$ cat config.mk
export PLATFORM = sky130hd
export DESIGN_NAME = prl_regs
export DESIGN_NICKNAME = d
export VERILOG_FILES = /design/src/rtl/core/prl_pkg.sv /design/src/rtl/core/prl_regs.sv
export SDC_FILE = /design/constraint.sdc
export NUM_CORES = 1
export LEC_CHECK = 0
export CORE_MARGIN = 1
export CORE_UTILIZATION = 50
export DETAILED_ROUTE_END_ITERATION = 12
export DONT_BUFFER_PORTS = 1
export HOLD_SLACK_MARGIN = 0.15
export PLACE_DENSITY = 0.7
export SLEW_MARGIN = 10
export SYNTH_ARGS = -nofsm -noshare
export SYNTH_HDL_FRONTEND = slang
export SYNTH_SLANG_ARGS = --single-unit
$ cat constraint.sdc
create_clock -name clk_i -period 1.6 [get_ports clk_i]
set_clock_uncertainty 0.1 [all_clocks]
set_input_delay 0.32 -clock clk_i [delete_from_list [all_inputs] [get_ports clk_i]]
set_output_delay 0.32 -clock clk_i [all_outputs]
set_load 0.01 [all_outputs]
$ cat src/rtl/core/prl_pkg.sv
// prl_pkg: shared types, codes and constants of the persistent ring log
// used by prl_regs, prl_ctrl and persistent_ring_log; depends on nothing
package prl_pkg;

  // fixed field widths
  localparam int STATUS_W = 16;
  localparam int IDX_W    = 6;
  localparam int CNT_W    = 6;
  localparam int MODE_W   = 3;

  // configuration port
  localparam int APB_ADDR_W = 3;
  localparam int APB_DATA_W = 32;

  // parameter defaults
  localparam int DEF_SLOTS        = 64;
  localparam int DEF_PAYLOAD_BITS = 64;

  // register reset values
  localparam logic [STATUS_W-1:0] ACTIVE_LOW_RST  = 16'd1;
  localparam logic [STATUS_W-1:0] ACTIVE_HIGH_RST = 16'd4;

  // register indexes
  typedef enum logic {
    REG_ACTIVE_LOW  = 1'b0,
    REG_ACTIVE_HIGH = 1'b1
  } reg_idx_e;

  // operation codes
  typedef enum logic [MODE_W-1:0] {
    MODE_RECOVER   = 3'd0,
    MODE_APPEND    = 3'd1,
    MODE_OVERWRITE = 3'd2,
    MODE_READ      = 3'd3,
    MODE_WRITE     = 3'd4
  } mode_e;

  // sequencer states
  typedef enum logic [2:0] {
    ST_CLEAR,
    ST_IDLE,
    ST_APPEND2,
    ST_RDWAIT,
    ST_SCAN,
    ST_SCANLAST,
    ST_SCANFIN
  } ctrl_state_e;

  // recover scan phases
  typedef enum logic [1:0] {
    PH_HEAD,
    PH_FIRST,
    PH_SECOND,
    PH_DONE
  } scan_phase_e;

  // active status window
  typedef struct packed {
    logic [STATUS_W-1:0] active_low;
    logic [STATUS_W-1:0] active_high;
  } cfg_t;

  // slot status inside the active window
  function automatic logic slot_active(logic [STATUS_W-1:0] st, cfg_t cfg);
    return (st >= cfg.active_low) && (st <= cfg.active_high);
  endfunction

endpackage

$ cat src/rtl/core/prl_regs.sv
// prl_regs: APB-style register file holding the active status window
// depends on prl_pkg
module prl_regs (
  input  logic                            clk_i,
  input  logic                            rst_ni,
  input  logic                            psel,
  input  logic                            penable,
  input  logic                            pwrite,
  input  logic [prl_pkg::APB_ADDR_W-1:0]  paddr,
  input  logic [prl_pkg::APB_DATA_W-1:0]  pwdata,
  output logic [prl_pkg::APB_DATA_W-1:0]  prdata,
  output logic                            pready,
  output prl_pkg::cfg_t                   cfg_o
);

  prl_pkg::cfg_t    cfg_q, cfg_d;
  prl_pkg::reg_idx_e sel;
  logic             wr_en;

  // word select and write strobe
  assign sel    = prl_pkg::reg_idx_e'(paddr[2]);
  assign wr_en  = psel && penable && pwrite;
  assign pready = 1'b1;

  // register write decode
  always_comb begin
    cfg_d = cfg_q;
    if (wr_en) begin
      case (sel)
        prl_pkg::REG_ACTIVE_LOW:  cfg_d.active_low  = pwdata[prl_pkg::STATUS_W-1:0];
        prl_pkg::REG_ACTIVE_HIGH: cfg_d.active_high = pwdata[prl_pkg::STATUS_W-1:0];
        default: cfg_d = cfg_q;
      endcase
    end
  end

  always_ff @(posedge clk_i or negedge rst_ni) begin
    if (!rst_ni) begin
      cfg_q.active_low  <= prl_pkg::ACTIVE_LOW_RST;
      cfg_q.active_high <= prl_pkg::ACTIVE_HIGH_RST;
    end else begin
      cfg_q <= cfg_d;
    end
  end

  // read mux
  always_comb begin
    case (sel)
      prl_pkg::REG_ACTIVE_LOW:
        prdata = {{(prl_pkg::APB_DATA_W-prl_pkg::STATUS_W){1'b0}}, cfg_q.active_low};
      prl_pkg::REG_ACTIVE_HIGH:
        prdata = {{(prl_pkg::APB_DATA_W-prl_pkg::STATUS_W){1'b0}}, cfg_q.active_high};
      default: prdata = '0;
    endcase
  end

  assign cfg_o = cfg_q;

endmodule

-- Word level (Yosys, flattened, before mapping)
Cells that the tools add are included.
- register bits after elaboration: 32
- word-level logic and storage cells: 8
- output and inout port bits: 65
- bitwise operators: 1
- reductions and logical operators: 4
- multiplexer cells: 1
- operator list (kind ; count):
    $pmux W32 S2 ; 1
    $reduce_and A2 Y1 ; 2
    $logic_and A1 B1 Y1 ; 2
    $not A1 Y1 ; 1

-- Longest topological paths before layout
- word-level depth: 3
- depth in mapped cells: 4

-- Worst setup path before layout
OpenSTA, ideal clock, no wires.
- kind: input to output
- from: input paddr[2] in the netlist's numbering
- to: output prdata[10] in the netlist's numbering
- buffers on the path: 2
- slack: 0.162 ns
- arrival time: 1.018 ns
- stages on the path: 3
- data required time: 1.180 ns
- path through: buf_6 -> buf_2 -> mux2_2
- longest elaborated chain between the ends: 2
- ends and longest elaborated chain (what ; line ; RTL):
    start: declaration ; prl_regs.sv:9 ; input logic [prl_pkg::APB_ADDR_W-1:0] paddr,
    $not A1 Y1 ; n/a ;
    $pmux W32 S2 * ; prl_regs.sv:48 ; case (sel)
    end: declaration ; prl_regs.sv:11 ; output logic [prl_pkg::APB_DATA_W-1:0] prdata,
Every way passes the cells marked *; elsewhere a longest branch is shown, timed or not. The select of a mux whose other input is x is not followed.

-- Worst setup path in the final report
- from: register cfg_q, in the netlist cfg_o[20]
- to: output prdata[4] in the netlist's numbering
- longest elaborated chain between the ends: 1
- ends and longest elaborated chain (what ; line ; RTL):
    start: declaration ; prl_regs.sv:16 ; prl_pkg::cfg_t cfg_q, cfg_d;
    start signal: assignment ; prl_regs.sv:42 ; cfg_q <= cfg_d;
    $pmux W32 S2 ; prl_regs.sv:48 ;
Every way passes these cells. The select of a mux whose other input is x is not followed.

==> results.yml <==
outcome:
  outcome: "finished clean"
critical_path:
  crit_path_cell_trace: "mux2_2"
  cpMaxStageDelayCell: "dfrtp_1"
  r2r_end: "cfg_o[1]$_DFFE_PN0P_"
  cpLargestDelayFamily: "flip-flops"
  reg2reg_depth: 1
  crit_start: "cfg_o[20]$_DFFE_PN0P_"
  path_class: "flop to output pin"
  crit_path_start_kind: "flop"
  crit_fanout: 3
  cp_num_buf_inv: 0
  max_stage_delay_ps: 450
  r2r-start: "cfg_o[1]$_DFFE_PN0P_"
  crit_required_ps: 1180
  cp-end-kind: "output pin"
  arrival_ps: 1100
  r2r_slack_ps: 650
cts:
  cts_sinks: 32
  clock_path_buffers: 2
  cts-root-buf: "clkbuf_4"
  cts.clk_slew.worst_paths_ps: 100
  cts_buffers: 5
  clkLatencyLatePin_ps: 320
  cts_tree: "built"
  cts.htree.levels: 2
grt:
  grt_antenna_before_repair: 0
  met1_usage: 0.189
  met3_usage: 0.0791
  use_met2: 0.330
  grt_pass1_wl_um: 4490
  grt_max_degree: 33
  top_usage_layer: "met2"
  grt.overflow.total: 0
  grt_usage: 0.184
  grt_pass1_vias: 907
drt:
  drt-initial-drc-count: 23
  firstDrtPassIters: 4
  vias: 851
  wl_per_cell_um: 17.5
  ant_nets: 0
  routed_wl_um: 2960
  drc: 0
  vias_per_cell: 5.04
die:
  initial_utilization: 0.524
  core_um2: 3050
  die-area_um2: 3430
  num_rows: 20
  die_width_um: 58.6
  pin_count: 105
  die_y_um: 58.6
sta:
  finalSetupTns_ps: 0
  setup_ws_ps: 80.6
  finalSetupViolCount: 0
  period_share: 0.950
  slew_viol_final: 0
  worst_hold_slack_ps: 315
  hold_viol: 0
  rsz0062_at_grt: "no"
  fmax_mhz: 658
  post-route-min-period_ps: 1520
yosys:
  ys_ff_latch: 32
  ys_types: 10
  syn_area_um2: 1600
  synth_top_area_cell: "dfrtp_1"
  yosys.area.top_type_share: 0.469
  yosysSeqAreaShare: 0.502
  synth.top_cells.by_area: "dfrtp_1, mux2_2, mux2_4"
  syn_avg_cell_area_um2: 15.2
  yosysWarnings: 0
  synth_cells: 105
cells_and_area:
  largest_reg_flops: 32
  regArea_um2: 803
  area_growth_syn_to_layout_pct: 12.1
  layout_commonest_cell: "mux2_2"
  mostFrequentLayoutCells: "mux2_2, dfrtp_1, conb_1, dlygate4sd3_1, mux2_4"
  nFillCells: 274
  layout-drive-gt1-share: 0.472
  antennaDiodeCount: 0
  stdcell_count: 169
  multiInputGateArea_um2: 687
  fin_nets: 164
min_path:
  hold_class: "input port to flop"
  min_to: "cfg_o[8]$_DFFE_PN0P_"
  holdPathStages: 2
  worstHoldStart: "paddr[2]"
pwr:
  clockPowerShare: 0.216
  p_sw_w: 0.000687
  seqPwrFrac: 0.569
  pwr-share-comb: 0.215
  ir_worst_vdd_mv: 0.708
  power_density_nw_per_um2: 1210
  p_int_w: 0.00149
  p_leak_nw: 0.828
  p_sw_frac: 0.315
flow_run:
  drv_cap: 0
place:
  io_buffers: 0
  dp_cells: 143
  hpwl_um: 1850
  gp_congestion: 0.598
  pre_cts_ws_ps: 185
per-stage QoR:
stage                     total power (W)  instance area (µm²)   util
after floorplan                   0.00163                 1660      -
after global placement            0.00164                 1550  0.506
after detailed placement          0.00167                 1550  0.506
after CTS                         0.00220                 1790  0.588
after global routing              0.00229                 1790  0.588
final                             0.00218                 1790  0.588
power by group through the flow:
| stage | Clock (W) | Combinational, W | Sequential, W |
|---|---|---|---|
| 5_1_grt | 0.000525 | 0.000505 | 0.00126 |
| 3_3_place_gp | 0 | 0.000397 | 0.00125 |
| 6_report | 0.000470 | 0.000469 | 0.00124 |
| 2_1_floorplan | 0 | 0.000420 | 0.00121 |
| 3_5_place_dp | 0 | 0.000411 | 0.00126 |
| 4_1_cts | 0.000490 | 0.000473 | 0.00124 |
worst max-delay path by stage:
stage	slack, ps	cells after the start	end
3_5_place_dp	180	2	cfg_o[22]$_DFFE_PN0P_
3_3_place_gp	200	2	cfg_o[18]$_DFFE_PN0P_
6_report	80	1	prdata[4]
2_1_floorplan	160	3	prdata[10]
5_1_grt	30	1	prdata[4]
4_1_cts	60	1	prdata[4]
cell families after synthesis:
logic type | Yosys count | synth area share
buffers and inverters | 21 | 0.104
flip-flops | 32 | 0.502
multiplexers | 48 | 0.361
other | 2 | 0.00469
AND/OR/NAND/NOR | 2 | 0.0281
synthesized netlist by cell type:
| cell type | n |
|---|---|
| buf_2 | 1 |
| buf_4 | 17 |
| buf_6 | 3 |
| conb_1 | 2 |
| dfrtp_1 | 30 |
| dfstp_2 | 2 |
| mux2_2 | 38 |
| mux2_4 | 10 |
| nand4_4 | 1 |
| nand4b_4 | 1 |
routing by layer:
layer	wire length, µm	vias to the layer above
li1	-	372
met1	1090	427
met2	1590	47
met3	238	5
met4	39	0
met5	0	-
layout make-up:
| type | count | share of cell area |
|---|---|---|
| Sequential cell | 32 | 0.448 |
| Multi-Input combinational cell | 67 | 0.383 |
| Timing Repair Buffer | 18 | 0.106 |
| Clock buffer | 8 | 0.0328 |
| Tap cell | 44 | 0.0307 |
what timing repair did:
item,in CTS,in global routing
endpoints found under the hold margin,64,0
resized for setup,0,0
buffers inserted,0,0
hold buffers,18,0
Power figures use the tool's default switching activity.
