[src/rtl/core/prl_pkg.sv]
// prl_pkg: shared types, codes and constants of the persistent ring log
// used by prl_regs, prl_ctrl and persistent_ring_log; depends on nothing
package prl_pkg;

  // fixed field widths
  localparam int STATUS_W = 16;
  localparam int IDX_W    = 6;
  localparam int CNT_W    = 6;
  localparam int MODE_W   = 3;

  // configuration port
  localparam int APB_ADDR_W = 3;
  localparam int APB_DATA_W = 32;

  // parameter defaults
  localparam int DEF_SLOTS        = 64;
  localparam int DEF_PAYLOAD_BITS = 64;

  // register reset values
  localparam logic [STATUS_W-1:0] ACTIVE_LOW_RST  = 16'd1;
  localparam logic [STATUS_W-1:0] ACTIVE_HIGH_RST = 16'd4;

  // register indexes
  typedef enum logic {
    REG_ACTIVE_LOW  = 1'b0,
    REG_ACTIVE_HIGH = 1'b1
  } reg_idx_e;

  // operation codes
  typedef enum logic [MODE_W-1:0] {
    MODE_RECOVER   = 3'd0,
    MODE_APPEND    = 3'd1,
    MODE_OVERWRITE = 3'd2,
    MODE_READ      = 3'd3,
    MODE_WRITE     = 3'd4
  } mode_e;

  // sequencer states
  typedef enum logic [2:0] {
    ST_CLEAR,
    ST_IDLE,
    ST_APPEND2,
    ST_RDWAIT,
    ST_SCAN,
    ST_SCANLAST,
    ST_SCANFIN
  } ctrl_state_e;

  // recover scan phases
  typedef enum logic [1:0] {
    PH_HEAD,
    PH_FIRST,
    PH_SECOND,
    PH_DONE
  } scan_phase_e;

  // active status window
  typedef struct packed {
    logic [STATUS_W-1:0] active_low;
    logic [STATUS_W-1:0] active_high;
  } cfg_t;

  // slot status inside the active window
  function automatic logic slot_active(logic [STATUS_W-1:0] st, cfg_t cfg);
    return (st >= cfg.active_low) && (st <= cfg.active_high);
  endfunction

endpackage

[src/rtl/core/prl_ctrl.sv]
// prl_ctrl: sequencer for the ring log; keeps oldest and end pointers,
// drives the slot memory and forms each result; depends on prl_pkg
module prl_ctrl #(
  parameter int SLOTS        = prl_pkg::DEF_SLOTS,
  parameter int PAYLOAD_BITS = prl_pkg::DEF_PAYLOAD_BITS,
  localparam int SLOT_W      = $clog2(SLOTS),
  localparam int DATA_W      = prl_pkg::STATUS_W + PAYLOAD_BITS
) (
  input  logic                          clk_i,
  input  logic                          rst_ni,
  input  prl_pkg::cfg_t                 cfg_i,
  input  logic                          start_i,
  input  logic [prl_pkg::MODE_W-1:0]    mode_i,
  input  logic [prl_pkg::STATUS_W-1:0]  entry_status_i,
  input  logic [PAYLOAD_BITS-1:0]       entry_payload_i,
  input  logic [prl_pkg::IDX_W-1:0]     index_i,
  output logic                          busy_o,
  output logic                          done_o,
  output logic [prl_pkg::STATUS_W-1:0]  out_status_o,
  output logic [PAYLOAD_BITS-1:0]       out_payload_o,
  output logic [prl_pkg::CNT_W-1:0]     used_count_o,
  output logic                          error_o,
  output logic                          mem_we_o,
  output logic [SLOT_W-1:0]             mem_waddr_o,
  output logic [DATA_W-1:0]             mem_wdata_o,
  output logic                          mem_re_o,
  output logic [SLOT_W-1:0]             mem_raddr_o,
  input  logic [DATA_W-1:0]             mem_rdata_i
);

  localparam int UW = (SLOT_W > prl_pkg::CNT_W) ? SLOT_W : prl_pkg::CNT_W;
  localparam int IW = (SLOT_W + 1 > prl_pkg::IDX_W) ? SLOT_W + 1 : prl_pkg::IDX_W;
  localparam int IDX_N = 2 ** prl_pkg::IDX_W;
  localparam logic [SLOT_W-1:0] LAST = SLOT_W'(SLOTS - 1);

  prl_pkg::ctrl_state_e state_q, state_d;
  prl_pkg::scan_phase_e ph_q, ph_d;
  prl_pkg::mode_e       mode;

  logic [SLOT_W-1:0] oldest_q, oldest_d;
  logic [SLOT_W-1:0] end_q, end_d;
  logic [SLOT_W-1:0] scan_q, scan_d;
  logic [SLOT_W-1:0] f1_q, f1_d;
  logic [SLOT_W-1:0] f2_q, f2_d;
  logic [SLOT_W-1:0] rtag_q;
  logic              rv_q;
  logic              head_q, head_d;
  logic              err_pend_q, err_pend_d;

  logic                         done_q, done_d;
  logic [prl_pkg::STATUS_W-1:0] ost_q, ost_d;
  logic [PAYLOAD_BITS-1:0]      opl_q, opl_d;
  logic [prl_pkg::CNT_W-1:0]    used_q, used_d;
  logic                         err_q, err_d;

  logic [SLOT_W-1:0]             idx_mod_tbl [IDX_N];
  logic [SLOT_W:0]               rd_sum;
  logic [SLOT_W-1:0]             rd_slot;
  logic [UW-1:0]                 idx_u;
  logic [UW-1:0]                 used_now;
  logic [UW-1:0]                 used_app;
  logic [UW-1:0]                 used_scan;
  logic [IW-1:0]                 idx_i;
  logic                          idx_ok;
  logic [prl_pkg::STATUS_W-1:0]  rd_status;
  logic [PAYLOAD_BITS-1:0]       rd_payload;
  logic                          act;
  logic [SLOT_W-1:0]             f1_v, f2_v, scan_end, scan_old;
  logic [SLOT_W-1:0]             old_inc;

  // wrap helpers
  function automatic logic [SLOT_W-1:0] inc(logic [SLOT_W-1:0] s);
    return (s == LAST) ? '0 : s + 1'b1;
  endfunction

  function automatic logic [SLOT_W-1:0] dec(logic [SLOT_W-1:0] s);
    return (s == '0) ? LAST : s - 1'b1;
  endfunction

  // entries between oldest and end, widened
  function automatic logic [UW-1:0] used_slots(logic [SLOT_W-1:0] e, logic [SLOT_W-1:0] o);
    logic [SLOT_W:0] t;
    t = {1'b0, e} - {1'b0, o};
    if (e < o) begin
      t = t + (SLOT_W+1)'(SLOTS);
    end
    return UW'(t[SLOT_W-1:0]);
  endfunction

  // index reduced modulo slot count, constant table
  for (genvar g = 0; g < IDX_N; g++) begin : g_mod
    assign idx_mod_tbl[g] = SLOT_W'(g % SLOTS);
  end

  // nth oldest slot
  assign rd_sum  = {1'b0, oldest_q} + {1'b0, idx_mod_tbl[index_i]};
  assign rd_slot = (rd_sum >= (SLOT_W+1)'(SLOTS)) ? SLOT_W'(rd_sum - (SLOT_W+1)'(SLOTS))
                                                  : rd_sum[SLOT_W-1:0];

  assign idx_u    = UW'(index_i);
  assign idx_i    = IW'(index_i);
  assign idx_ok   = idx_i < IW'(SLOTS);
  assign used_now = used_slots(end_q, oldest_q);

  assign rd_status  = mem_rdata_i[DATA_W-1 -: prl_pkg::STATUS_W];
  assign rd_payload = mem_rdata_i[PAYLOAD_BITS-1:0];
  assign act        = prl_pkg::slot_active(rd_status, cfg_i);
  assign mode       = prl_pkg::mode_e'(mode_i);
  assign old_inc    = (end_q == oldest_q) ? inc(oldest_q) : oldest_q;

  // scan outcome: an unfound search gives slot zero
  assign f1_v     = (ph_q == prl_pkg::PH_SECOND || ph_q == prl_pkg::PH_DONE) ? f1_q : '0;
  assign f2_v     = (ph_q == prl_pkg::PH_DONE) ? f2_q : '0;
  assign scan_end = head_q ? f1_v : f2_v;
  assign scan_old = head_q ? f2_v : f1_v;

  // used counts after an append and after a recover
  assign used_app  = used_slots(end_q, old_inc);
  assign used_scan = used_slots(scan_end, scan_old);

  // next state, memory requests and result
  always_comb begin
    state_d    = state_q;
    ph_d       = ph_q;
    oldest_d   = oldest_q;
    end_d      = end_q;
    scan_d     = scan_q;
    f1_d       = f1_q;
    f2_d       = f2_q;
    head_d     = head_q;
    err_pend_d = err_pend_q;
    done_d     = 1'b0;
    ost_d      = ost_q;
    opl_d      = opl_q;
    used_d     = used_q;
    err_d      = err_q;
    mem_we_o    = 1'b0;
    mem_waddr_o = '0;
    mem_wdata_o = '0;
    mem_re_o    = 1'b0;
    mem_raddr_o = '0;

    // evaluate scanned slot in the cycle after its read
    if (rv_q) begin
      case (ph_q)
        prl_pkg::PH_HEAD: begin
          head_d = act;
          ph_d   = prl_pkg::PH_FIRST;
        end
        prl_pkg::PH_FIRST: begin
          if (head_q ? !act : act) begin
            f1_d = rtag_q;
            ph_d = prl_pkg::PH_SECOND;
          end
        end
        prl_pkg::PH_SECOND: begin
          if (head_q ? act : !act) begin
            f2_d = rtag_q;
            ph_d = prl_pkg::PH_DONE;
          end
        end
        default: ph_d = ph_q;
      endcase
    end

    case (state_q)
      prl_pkg::ST_CLEAR: begin
        mem_we_o    = 1'b1;
        mem_waddr_o = scan_q;
        if (scan_q == LAST) begin
          scan_d  = '0;
          state_d = prl_pkg::ST_IDLE;
        end else begin
          scan_d = scan_q + 1'b1;
        end
      end
      prl_pkg::ST_IDLE: begin
        if (start_i) begin
          case (mode)
            prl_pkg::MODE_RECOVER: begin
              scan_d  = '0;
              ph_d    = prl_pkg::PH_HEAD;
              state_d = prl_pkg::ST_SCAN;
            end
            prl_pkg::MODE_APPEND: begin
              mem_we_o    = 1'b1;
              mem_waddr_o = end_q;
              mem_wdata_o = {entry_status_i, entry_payload_i};
              end_d       = inc(end_q);
              state_d     = prl_pkg::ST_APPEND2;
            end
            prl_pkg::MODE_OVERWRITE: begin
              mem_we_o    = 1'b1;
              mem_waddr_o = dec(end_q);
              mem_wdata_o = {entry_status_i, entry_payload_i};
              done_d      = 1'b1;
              ost_d       = '0;
              opl_d       = '0;
              err_d       = 1'b0;
              used_d      = used_now[prl_pkg::CNT_W-1:0];
            end
            prl_pkg::MODE_READ: begin
              mem_re_o    = 1'b1;
              mem_raddr_o = rd_slot;
              err_pend_d  = idx_u >= used_now;
              state_d     = prl_pkg::ST_RDWAIT;
            end
            prl_pkg::MODE_WRITE: begin
              mem_we_o    = idx_ok;
              mem_waddr_o = idx_i[SLOT_W-1:0];
              mem_wdata_o = {entry_status_i, entry_payload_i};
              done_d      = 1'b1;
              ost_d       = '0;
              opl_d       = '0;
              err_d       = 1'b0;
              used_d      = used_now[prl_pkg::CNT_W-1:0];
            end
            default: begin
              done_d = 1'b1;
              ost_d  = '0;
              opl_d  = '0;
              err_d  = 1'b0;
              used_d = used_now[prl_pkg::CNT_W-1:0];
            end
          endcase
        end
      end
      prl_pkg::ST_APPEND2: begin
        // clear the new end marker, drop the oldest when full
        mem_we_o    = 1'b1;
        mem_waddr_o = end_q;
        oldest_d    = old_inc;
        done_d      = 1'b1;
        ost_d       = '0;
        opl_d       = '0;
        err_d       = 1'b0;
        used_d      = used_app[prl_pkg::CNT_W-1:0];
        state_d     = prl_pkg::ST_IDLE;
      end
      prl_pkg::ST_RDWAIT: begin
        done_d  = 1'b1;
        ost_d   = rd_status;
        opl_d   = rd_payload;
        err_d   = err_pend_q;
        used_d  = used_now[prl_pkg::CNT_W-1:0];
        state_d = prl_pkg::ST_IDLE;
      end
      prl_pkg::ST_SCAN: begin
        mem_re_o    = 1'b1;
        mem_raddr_o = scan_q;
        if (scan_q == LAST) begin
          scan_d  = '0;
          state_d = prl_pkg::ST_SCANLAST;
        end else begin
          scan_d = scan_q + 1'b1;
        end
      end
      prl_pkg::ST_SCANLAST: begin
        state_d = prl_pkg::ST_SCANFIN;
      end
      prl_pkg::ST_SCANFIN: begin
        oldest_d = scan_old;
        end_d    = scan_end;
        done_d   = 1'b1;
        ost_d    = '0;
        opl_d    = '0;
        err_d    = 1'b0;
        used_d   = used_scan[prl_pkg::CNT_W-1:0];
        state_d  = prl_pkg::ST_IDLE;
      end
      default: state_d = prl_pkg::ST_IDLE;
    endcase
  end

  // control registers
  always_ff @(posedge clk_i or negedge rst_ni) begin
    if (!rst_ni) begin
      state_q  <= prl_pkg::ST_CLEAR;
      ph_q     <= prl_pkg::PH_HEAD;
      oldest_q <= '0;
      end_q    <= '0;
      scan_q   <= '0;
      rv_q     <= 1'b0;
      done_q   <= 1'b0;
    end else begin
      state_q  <= state_d;
      ph_q     <= ph_d;
      oldest_q <= oldest_d;
      end_q    <= end_d;
      scan_q   <= scan_d;
      rv_q     <= (state_q == prl_pkg::ST_SCAN);
      done_q   <= done_d;
    end
  end

  // payload and scan bookkeeping registers
  always_ff @(posedge clk_i) begin
    rtag_q     <= scan_q;
    f1_q       <= f1_d;
    f2_q       <= f2_d;
    head_q     <= head_d;
    err_pend_q <= err_pend_d;
    ost_q      <= ost_d;
    opl_q      <= opl_d;
    used_q     <= used_d;
    err_q      <= err_d;
  end

  assign busy_o        = (state_q != prl_pkg::ST_IDLE);
  assign done_o        = done_q;
  assign out_status_o  = ost_q;
  assign out_payload_o = opl_q;
  assign used_count_o  = used_q;
  assign error_o       = err_q;

endmodule

[config.mk]
export PLATFORM = sky130hd
export DESIGN_NAME = prl_ctrl
export DESIGN_NICKNAME = d
export VERILOG_FILES = /design/src/rtl/core/prl_pkg.sv /design/src/rtl/core/prl_ctrl.sv
export SDC_FILE = /design/constraint.sdc
export NUM_CORES = 1
export LEC_CHECK = 0
export BUFFER_PORTS_ARGS = -buffer_cell sky130_fd_sc_hd__buf_2
export CAP_MARGIN = 20
export CORE_ASPECT_RATIO = 0.6
export CORE_MARGIN = 2
export CORE_UTILIZATION = 40
export DETAILED_ROUTE_END_ITERATION = 7
export HOLD_SLACK_MARGIN = 0.08
export PLACE_DENSITY_LB_ADDON = 0.08
export SLEW_MARGIN = 20
export SYNTH_ARGS = -nofsm -noshare
export SYNTH_HDL_FRONTEND = slang
export SYNTH_SLANG_ARGS = --single-unit
[constraint.sdc]
create_clock -name clk_i -period 5 [get_ports clk_i]
set_input_delay 0.75 -clock clk_i [delete_from_list [all_inputs] [get_ports clk_i]]
set_output_delay 0.75 -clock clk_i [all_outputs]
set_load 0.05 [all_outputs]
Yosys cells after proc, flatten, opt, wreduce, memory -nomap -nowiden:

Memory sizes are Yosys's and may differ from the RTL's.
Cells that the tools add are included.
Widths: inputs -> output; s select.

* add/subtract/negate cells: 12
* order comparisons: 9
* equality and inequality tests: 25
* muxes and demuxes: 66
* bitwise gates (word level): 1
* reductions and logical operators: 28

Operator list (count)
* $mux 80: 3
* $pmux 64 s3: 1
* $mux 6: 24
* $mux 64: 2
* $pmux 16 s3: 1
* $pmux 6 s2: 4
* $add 6x1->6 const B: 6
* $pmux 6 s3: 2
* $mux 16: 2
* $pmux 6 s4: 1
* $reduce_and 3->1: 7
* $eq 6x6->1 const B: 3
* $lt 6x6->1: 3
* $sub 6x6->6: 3
* $ge 16x16->1: 1
* $le 16x16->1: 1
* $ge 7x7->1 const B: 2
* $eq 3x2->1 const B: 4
* $eq 3x3->1 const B: 4
* $mux 2: 6
* $ne 2x2->1 const B: 6
* $pmux 3 s4: 1
* $sub 6x1->6 const B: 2
* $mux 1: 9
* other kinds (28): 43

* bits in registers: 132
* ROM bits: 384
* logic and storage cells: 158
* memories kept: 1

Memories
* (no name shown): words 64, bits a word 6, rd ports 1, clocked after memory_dff 0, write ports 0, line prl_ctrl.sv:96 `assign rd_sum = {1'b0, oldest_q} + {1'b0, idx_mod_tbl[index_i]};`

Logic depth before layout (Yosys ltp):

Gate-level depths: netlist (run 1).

* depth after elaboration: 10
* gate-level depth with buffers: 15

Worst setup path after synthesis (run 1):

No wires, ideal clock.

* kind: input to register
* from: input port mode_i[0] (netlist bit)
* to: register err_q, in the netlist error_o (enable)
* library setup time: 0.559 ns
* arrival time: 5.633 ns
* required time: 4.441 ns
* slack: -1.191 ns
* stages on the path: 6
* path buffers: 2
* cells stage by stage: clkbuf_1 > nor2b_1 > clkbuf_1 > nor2_1 > nor2_1 > a2bb2oi_1

* word-level cells in the longest chain between the ends: 4
* elaborated cells between the ends (all ways): 6
* classes of those cells: 3 x eq/ne; 3 x reduce/logical

RTL lines
* start: declaration: line prl_ctrl.sv:13 `input logic [prl_pkg::MODE_W-1:0] mode_i,`
* $eq 3x2->1, or another cell as far along: line prl_ctrl.sv:179 `case (mode)`
* $reduce_or 3->1 (no source line) (*)
* $ne 2x2->1 (no source line) (*)
* $reduce_and 3->1 (no source line) (*)
* end signal: assignment: line prl_ctrl.sv:306 `err_q <= err_d;`
* end: declaration: line prl_ctrl.sv:54 `logic err_q, err_d;`

Mark *: on every way between the ends. The rest lies on a longest branch, timed or not.
A chain may end at the register's enable or synchronous reset.

Worst setup path in the final report (run 1):

* from: register state_q[0]
* to: output port mem_waddr_o[0]

* word-level cells in the longest chain between the ends: 2
* elaborated cells between the ends (all ways): 4
* classes of those cells: 2 x eq/ne; 1 x mux; 1 x reduce/logical

RTL lines
* start: declaration: line prl_ctrl.sv:36 `prl_pkg::ctrl_state_e state_q, state_d;`
* start signal: assignment: line prl_ctrl.sv:278 `state_q <= prl_pkg::ST_CLEAR;`
* start signal: assignment: line prl_ctrl.sv:286 `state_q <= state_d;`
* $eq 3x2->1, or another cell as far along: line prl_ctrl.sv:166 `case (state_q)`
* $pmux 6 s3 (*): line prl_ctrl.sv:166
* end: declaration: line prl_ctrl.sv:24 `output logic [SLOT_W-1:0] mem_waddr_o,`

Marked as above.

==> impl_metrics.yaml, run 1 <==
grt:
  grt_pass1_wl_um: 35500
  gr-usage-all-layers_pct: 21.0
  grt.overflow.total: 0
  antenna_found_initial: 0
  grt_pass1_vias: 6530
  grt_start_max_net_pins: 61
worst_setup_path:
  cpMaxStageDelayCell: "dfrtp_1"
  critPathBufInv: 3
  max_stage_delay_ns: 0.75
  startpoint_type: "flop"
  crit_path_cell_trace: "nand2_1, or3_1, nor2_4, buf_4, a222oi_1, inv_1, buf_2"
  worstPathArrival_ns: 3.17
  cp_top_family: "simple AND/OR/NAND/NOR gates"
  required_ns: 4.25
  criticalPathCategory: "flop to output port"
  end_kind: "output port"
  reg2reg_slack_ns: 1.45
  critPathMaxFanout: 60
sta:
  fmax_mhz: 255
  post-route-period-util_pct: 78.4
  tns_ns: 0
  layout_min_cycle_time_ns: 3.92
  slew_headroom_pct: 41.7
  rsz0062_at_grt: "no"
  tightest_slew_ns: 0.872
  clock_skew_ns: 0.0104
  setup_viol: 0
  hold_viol: 0
  drv_slew: 0
finish:
  drive_gt1_share_pct: 36.0
  layout_commonest_cell: "buf_2"
  final_cell_mix: "buf_2 (386), and2_1 (162), edfxtp_1 (101), ha_1 (62), inv_1 (61)"
  antenna_cells: 0
  syn_to_final_growth_pct: 35.0
  fin_nets: 1471
  final_cell_area_um2: 11100
  fin_util_pct: 55.2
synth:
  synthCells: 826
  synth_ff_type: "edfxtp_1"
  synth_xor_area_share_pct: 2.87
  synth-compound-area-share_pct: 12.4
  async_flop_share_pct: 18.9
  synth_fp_nets: 1096
  yosys.area_share.simple_pct: 22.4
  synth-edff-count: 101
  synthMuxAreaShare_pct: 0.977
  avgSynthCellArea_um2: 9.93
  ys_types: 57
  yosys_warnings: 0
  syn_area_um2: 8200
  synth_top_family_by_area: "simple AND/OR/NAND/NOR gates"
  synth-seq-cells: 132
  yosys.area_share.adder_pct: 10.4
  ys_seq_area_share_pct: 46.1
clock_tree:
  clock_sinks: 132
  root_buffer: "clkbuf_16"
  cts_buffers: 17
  cts_hold_buf: 0
  clk_pin_slew_ns: 0.06
  insertion_delay_ns: 0.42
  cts-resized-gates: 0
  cts_setup_buffers: 0
  h-tree-depth: 4
  cts_tree: "yes"
  clockBufferDepth: 2
die:
  io_pins: 387
  rows: 40
  start_util_pct: 40.9
  core_um2: 20100
  die_w_um: 189
  dieArea_um2: 21700
  fp.dieH_um: 115
power:
  cellLeakagePower_nw: 5.44
  peakVddDrop_uv: 400
  p_per_area_nw_per_um2: 653
placement:
  io_buffers: 386
  placed_area_um2: 10400
  dp.final_hpwl_um: 18700
  gp_congestion: 0.927
hold_path:
  hold_path_class: "input pin to async pin"
routing:
  drt_pre_antenna_iters: 5
  wl_per_cell_um: 16.1
  finalWirelength_um: 23900
  detailroute.via_count: 7258
  final_antenna_net_count: 0
  drc: 0
  viasPerCell: 4.88
  drt_iter0_drc: 589
run_status:
  status: "finished, final reports clean"
flow_run:
  maxCapViolations: 0
[cell type report]
| class | instances | area (um2) |
|---|---|---|
| fillers | 1885 | 9000 |
| clock buffers | 21 | 450 |
| inverters | 62 | 233 |
| well taps | 273 | 342 |
| repair buffers | 397 | 2030 |
| multi-input cells | 591 | 4060 |
| flip-flops and latches | 132 | 3780 |
| clock inverters | 11 | 175 |
[metrics by stage]
step / std cells / worst slack (ns) / total power [mW] / hold WS, ns
after global placement: 1455 / 1.30 / 5.87 / 0.412
final: 1487 / 1.08 / 7.22 / 0.348
after floorplan: 826 / 0.888 / 4.88 / 0.404
after global routing: 1487 / 0.853 / 7.63 / 0.376
after detailed placement: 1455 / 1.17 / 5.88 / 0.413
after CTS: 1487 / 1.10 / 7.24 / 0.356
[Yosys cell counts, types with 4 or more instances]
cell type	number	share of area (%)
a21o_1	14	1.3
o2111ai_1	4	0.43
nor3_1	16	0.98
a22o_1	7	0.75
nor2_1	46	2.1
nand4_1	9	0.69
edfxtp_1	101	37
o21a_1	5	0.46
a21oi_1	54	3.3
nand2b_1	8	0.61
o21ai_0	30	1.8
nand2_1	46	2.1
a22oi_1	4	0.37
fa_1	4	0.98
dfrtp_1	25	7.6
buf_2	8	0.49
and3_1	7	0.53
inv_1	61	2.8
o31ai_1	5	0.46
and2_1	162	12
xnor2_1	16	1.7
mux2i_1	8	0.98
dfxtp_1	6	1.5
ha_1	62	9.5
nor2b_1	11	0.84
xor2_1	9	0.96
nand3_1	17	1.0
clkbuf_1	32	1.5
[worst reg2reg max path, cell delays in order (launching register included)]
cell and delay [ns]:
dfrtp_1 0.51, inv_1 0.07, buf_4 0.17, ha_1 0.32, and2_1 0.17, nand3_1 0.16
mux2i_1 0.43, ha_1 0.31, nor2b_1 0.14, o21a_1 0.18, o2111ai_1 0.18, o2111ai_1 0.15
xnor2_1 0.15, mux2i_1 0.16, mux2i_1 0.14
[registers in the layout, summed over array words and instances, names as in the netlist, 2 cells and up]
name	cells
oldest_q	6
scan_q	6
out_payload_o	64
state_q	3
end_q	6
used_count_o	6
ph_q	2
rtag_q	6
out_status_o	16
f2_q	6
f1_q	6
[worst paths after layout]
path | depth (start not counted) | to | start
setup reg to reg | 14 | used_count_o[5]$_DFFE_PP_ | end_q[0]$_DFFE_PN0P_
hold reg to reg | 0 | f2_q[1]$_DFFE_PP_ | rtag_q[1]$_DFF_P_
hold / removal | 1 | state_q[2]$_DFFE_PN0P_ | rst_ni
max in group asynchronous | 1 | rv_q$_DFF_PN0_ | rst_ni
min in group clk_i | 0 | f2_q[1]$_DFFE_PP_ | rtag_q[1]$_DFF_P_
setup / recovery | 7 | mem_waddr_o[0] | state_q[0]$_DFFE_PN0P_
[routing by layer]
metal / track usage, % / part of all wire (%) / wire (um) / vias up
met2: 29.3 / 42 / 10000 / 293
li1: - / - / - / 3635
met3: 6.78 / 9.3 / 2220 / 14
met5: 0 / 0 / 0 / -
met4: 3.65 / 0.56 / 134 / 0
met1: 31.8 / 48 / 11500 / 3316
[power breakdown]
group | switching (mW) | internal [mW] | total (mW)
sequential | 0.314 | 1.73 | 2.05
clock | 0.493 | 0.853 | 1.35
combinational | 2.70 | 1.13 | 3.83
total | 3.50 | 3.72 | 7.22
[cell families (layout without fill, tap and decap cells)]
family | after synthesis | in the layout
AND/OR/NAND/NOR | 334 | 334
buffers and inverters | 103 | 491
AO/OA/AOI/OAI | 157 | 157
XOR/XNOR | 26 | 26
adder cells (fa/ha/maj) | 66 | 66
flip-flops | 132 | 132
multiplexers | 8 | 8
Note: power is estimated with default switching activity, not from simulation.
==> run 2: changes to the inputs <==
--- a/config.mk
+++ b/config.mk
@@ -5,6 +5,7 @@
 export SDC_FILE = /design/constraint.sdc
 export NUM_CORES = 1
 export LEC_CHECK = 0
+export ABC_AREA = 1
 export BUFFER_PORTS_ARGS = -buffer_cell sky130_fd_sc_hd__buf_2
 export CAP_MARGIN = 20
 export CORE_ASPECT_RATIO = 0.6
==> constraint.sdc (replaced) <==
create_clock -name clk_i -period 3.15 [get_ports clk_i]
set_input_delay 0.4725 -clock clk_i [delete_from_list [all_inputs] [get_ports clk_i]]
set_output_delay 0.4725 -clock clk_i [all_outputs]
set_load 0.05 [all_outputs]
==> run 2 against run 1 <==
Compared with the run above: core utilization up 1.4 points; first-iteration DRC count up 2.9%; area after synthesis up 2.0%; largest cell class is now registers; global-route usage up 2.3 points; synthesized cell count up 29%; non-clock buffer count up 16.
==> impl_metrics.yaml, run 2 <==
synth:
  ys_types: 40
  synth_ff_type: "edfxtp_1"
  synth-seq-cells: 132
  async_flop_share_pct: 18.9
  ys_seq_area_share_pct: 45.2
  synth-edff-count: 101
  yosys_warnings: 0
  synthCells: 1062
  synth_top_cells_by_area: "edfxtp_1 (36%), inv_1 (12%), nor2_1 (9.4%)"
  avgSynthCellArea_um2: 7.88
  synth_top_area_share_pct: 36.3
  synth_fp_nets: 1332
  yosysMostFrequentCell: "inv_1"
  syn_area_um2: 8370
  synth_common_cells: "inv_1 (277), nor2_1 (209), nand2_1 (148)"
  yosys.area.top_type: "edfxtp_1"
sta:
  postLayoutSetupSlackWorst_ns: 0.163
  clock_skew_ns: 0.0116
  fmax_mhz: 335
  fin_hold_ws_ns: 0.0861
  slew_headroom_pct: 54.8
  hold_viol: 0
  layout_min_cycle_time_ns: 2.99
  post-route-period-util_pct: 94.8
  tightest_slew_ns: 0.678
  setup_viol: 0
  drv_slew: 0
die:
  dieArea_um2: 22100
  rows: 40
  start_util_pct: 41.3
  die_w_um: 191
  core_um2: 20300
  fp.dieH_um: 116
  io_pins: 387
worst_setup_path:
  r2r-start: "oldest_q[2]$_DFFE_PN0N_"
  end_kind: "output port"
  reg2reg_slack_ns: 0.21
  crit_path_start: "oldest_q[2]$_DFFE_PN0N_"
  critPathMaxFanout: 4
  max_stage_delay_ns: 0.37
  worst_r2r_endpoint: "used_count_o[5]$_DFFE_PP_"
  crit_path_cell_trace: "buf_4, ha_1, nand2_1, nand2_1, a31oi_1, nor2_1, nor2_1, o21bai_1, a21oi_1, o21ai_0, o21ai_0, buf_2"
  worst_r2r_path_depth: 17
  crit_end: "mem_raddr_o[5]"
  criticalPathCategory: "flop to output port"
  worstPathArrival_ns: 2.51
  cpMaxStageDelayCell: "dfrtp_1"
  startpoint_type: "flop"
  required_ns: 2.68
routing:
  drc: 0
  final_antenna_net_count: 0
  drt_iter0_drc: 606
  viasPerCell: 4.63
  wl_per_cell_um: 14.9
  detailroute.via_count: 8120
  finalWirelength_um: 26200
  drt_pre_antenna_iters: 5
grt:
  grtUsageMet1_pct: 35.0
  grt-busiest-layer: "met1"
  use_met3_pct: 6.00
  grt_pass1_wl_um: 39000
  antenna_found_initial: 0
  gr-usage-all-layers_pct: 23.3
  grt.met2_usage_pct: 33.4
  grt_start_max_net_pins: 84
  grt_pass1_vias: 7254
  grt.overflow.total: 0
finish:
  antenna_cells: 0
  syn_to_final_growth_pct: 37.1
  final_cell_mix: "buf_2 (384), inv_1 (275), nor2_1 (206), nand2_1 (148), edfxtp_1 (101)"
  ff_latch_area_um2: 3780
  largest_reg_flops: 64
  fin_nets: 1739
  fillers: 1918
  drive_gt1_share_pct: 32.0
  multiInputGateArea_um2: 3460
  fin_cells: 1754
  layout_commonest_cell: "buf_2"
clock_tree:
  clock_sinks: 132
  clockBufferDepth: 2
  insertion_delay_ns: 0.43
  cts_hold_buf: 0
  cts_buffers: 17
  root_buffer: "clkbuf_16"
  clk_pin_slew_ns: 0.06
  h-tree-depth: 4
  cts_tree: "yes"
placement:
  io_buffers: 386
  gp_congestion: 0.943
  dp.final_hpwl_um: 21100
  dp_slack_ns: 0.143
  dp.cells: 1719
power:
  finalPower_mw: 10.6
  cellLeakagePower_nw: 6.53
  peakVddDrop_uv: 488
  p_per_area_nw_per_um2: 923
run_status:
  status: "finished, final reports clean"
flow_run:
  maxCapViolations: 0
hold_path:
  hold_path_class: "input pin to async pin"
[run 2: how the worst min path moves through the flow]
stage	slack (ns)	startpoint	end
4_1_cts	0.09	rst_ni	scan_q[3]$_DFFE_PN0P_
3_3_place_gp	0.39	scan_q[1]$_DFFE_PN0P_	rtag_q[1]$_DFF_P_
5_1_grt	0.12	rst_ni	scan_q[3]$_DFFE_PN0P_
6_report	0.09	rst_ni	scan_q[3]$_DFFE_PN0P_
2_1_floorplan	0.18	rst_ni	done_o$_DFF_PN0_
3_5_place_dp	0.41	scan_q[1]$_DFFE_PN0P_	rtag_q[1]$_DFF_P_
[run 2: through the flow]
step,TNS [ns],cell area [um2],util (%)
floorplan,0,8370,-
global placement,0,10700,53.0
detailed placement,0,10700,53.0
CTS,0,11400,56.1
global route,-0.0934,11500,56.6
finish,0,11500,56.6
[run 2: worst max-delay path: cells and delay by family (launching register included)]
family                   cells  cell delay (ns)
AO/OA/AOI/OAI                5             0.61
adder cells (fa/ha/maj)      1             0.33
buffers and inverters        2             0.46
flip-flops                   1             0.37
AND/OR/NAND/NOR              4             0.31
[run 2: report_power, final]
group / switching [mW] / total, mW / internal [mW]
logic: 4.08 / 5.52 / 1.44
registers: 0.263 / 2.90 / 2.64
clock network: 0.765 / 2.16 / 1.40
total: 5.11 / 10.6 / 5.48
[run 2: kinds of logic after synthesis]
group,after synthesis,synth area share [%]
buf+inv,310,14.4
compound gates,131,9.27
simple gates,412,19.8
flops,132,45.2
xor+xnor,11,1.15
fa+ha+maj,66,10.2
[run 2: layer usage]
layer | wire length (um) | part of all wire [%] | vias up
met1 | 12700 | 49 | 3638
li1 | - | - | 4132
met3 | 2270 | 8.7 | 17
met2 | 11000 | 42 | 333
met5 | 0 | 0 | -
met4 | 202 | 0.77 | 0
[run 2: area by class of cell]
cell class / count / area share, %
repair buffers: 413 / 19.0
flip-flops and latches: 132 / 33.0
multi-input cells: 620 / 30.2
well taps: 273 / 2.98
clock buffers: 18 / 3.74
clock inverters: 13 / 1.79
inverters: 285 / 9.36
[run 2: repair_timing]
item | in CTS | in global routing
gates resized for setup | 0 | 14
endpoints found under the setup margin | 0 | 5
setup buffers | 0 | 4
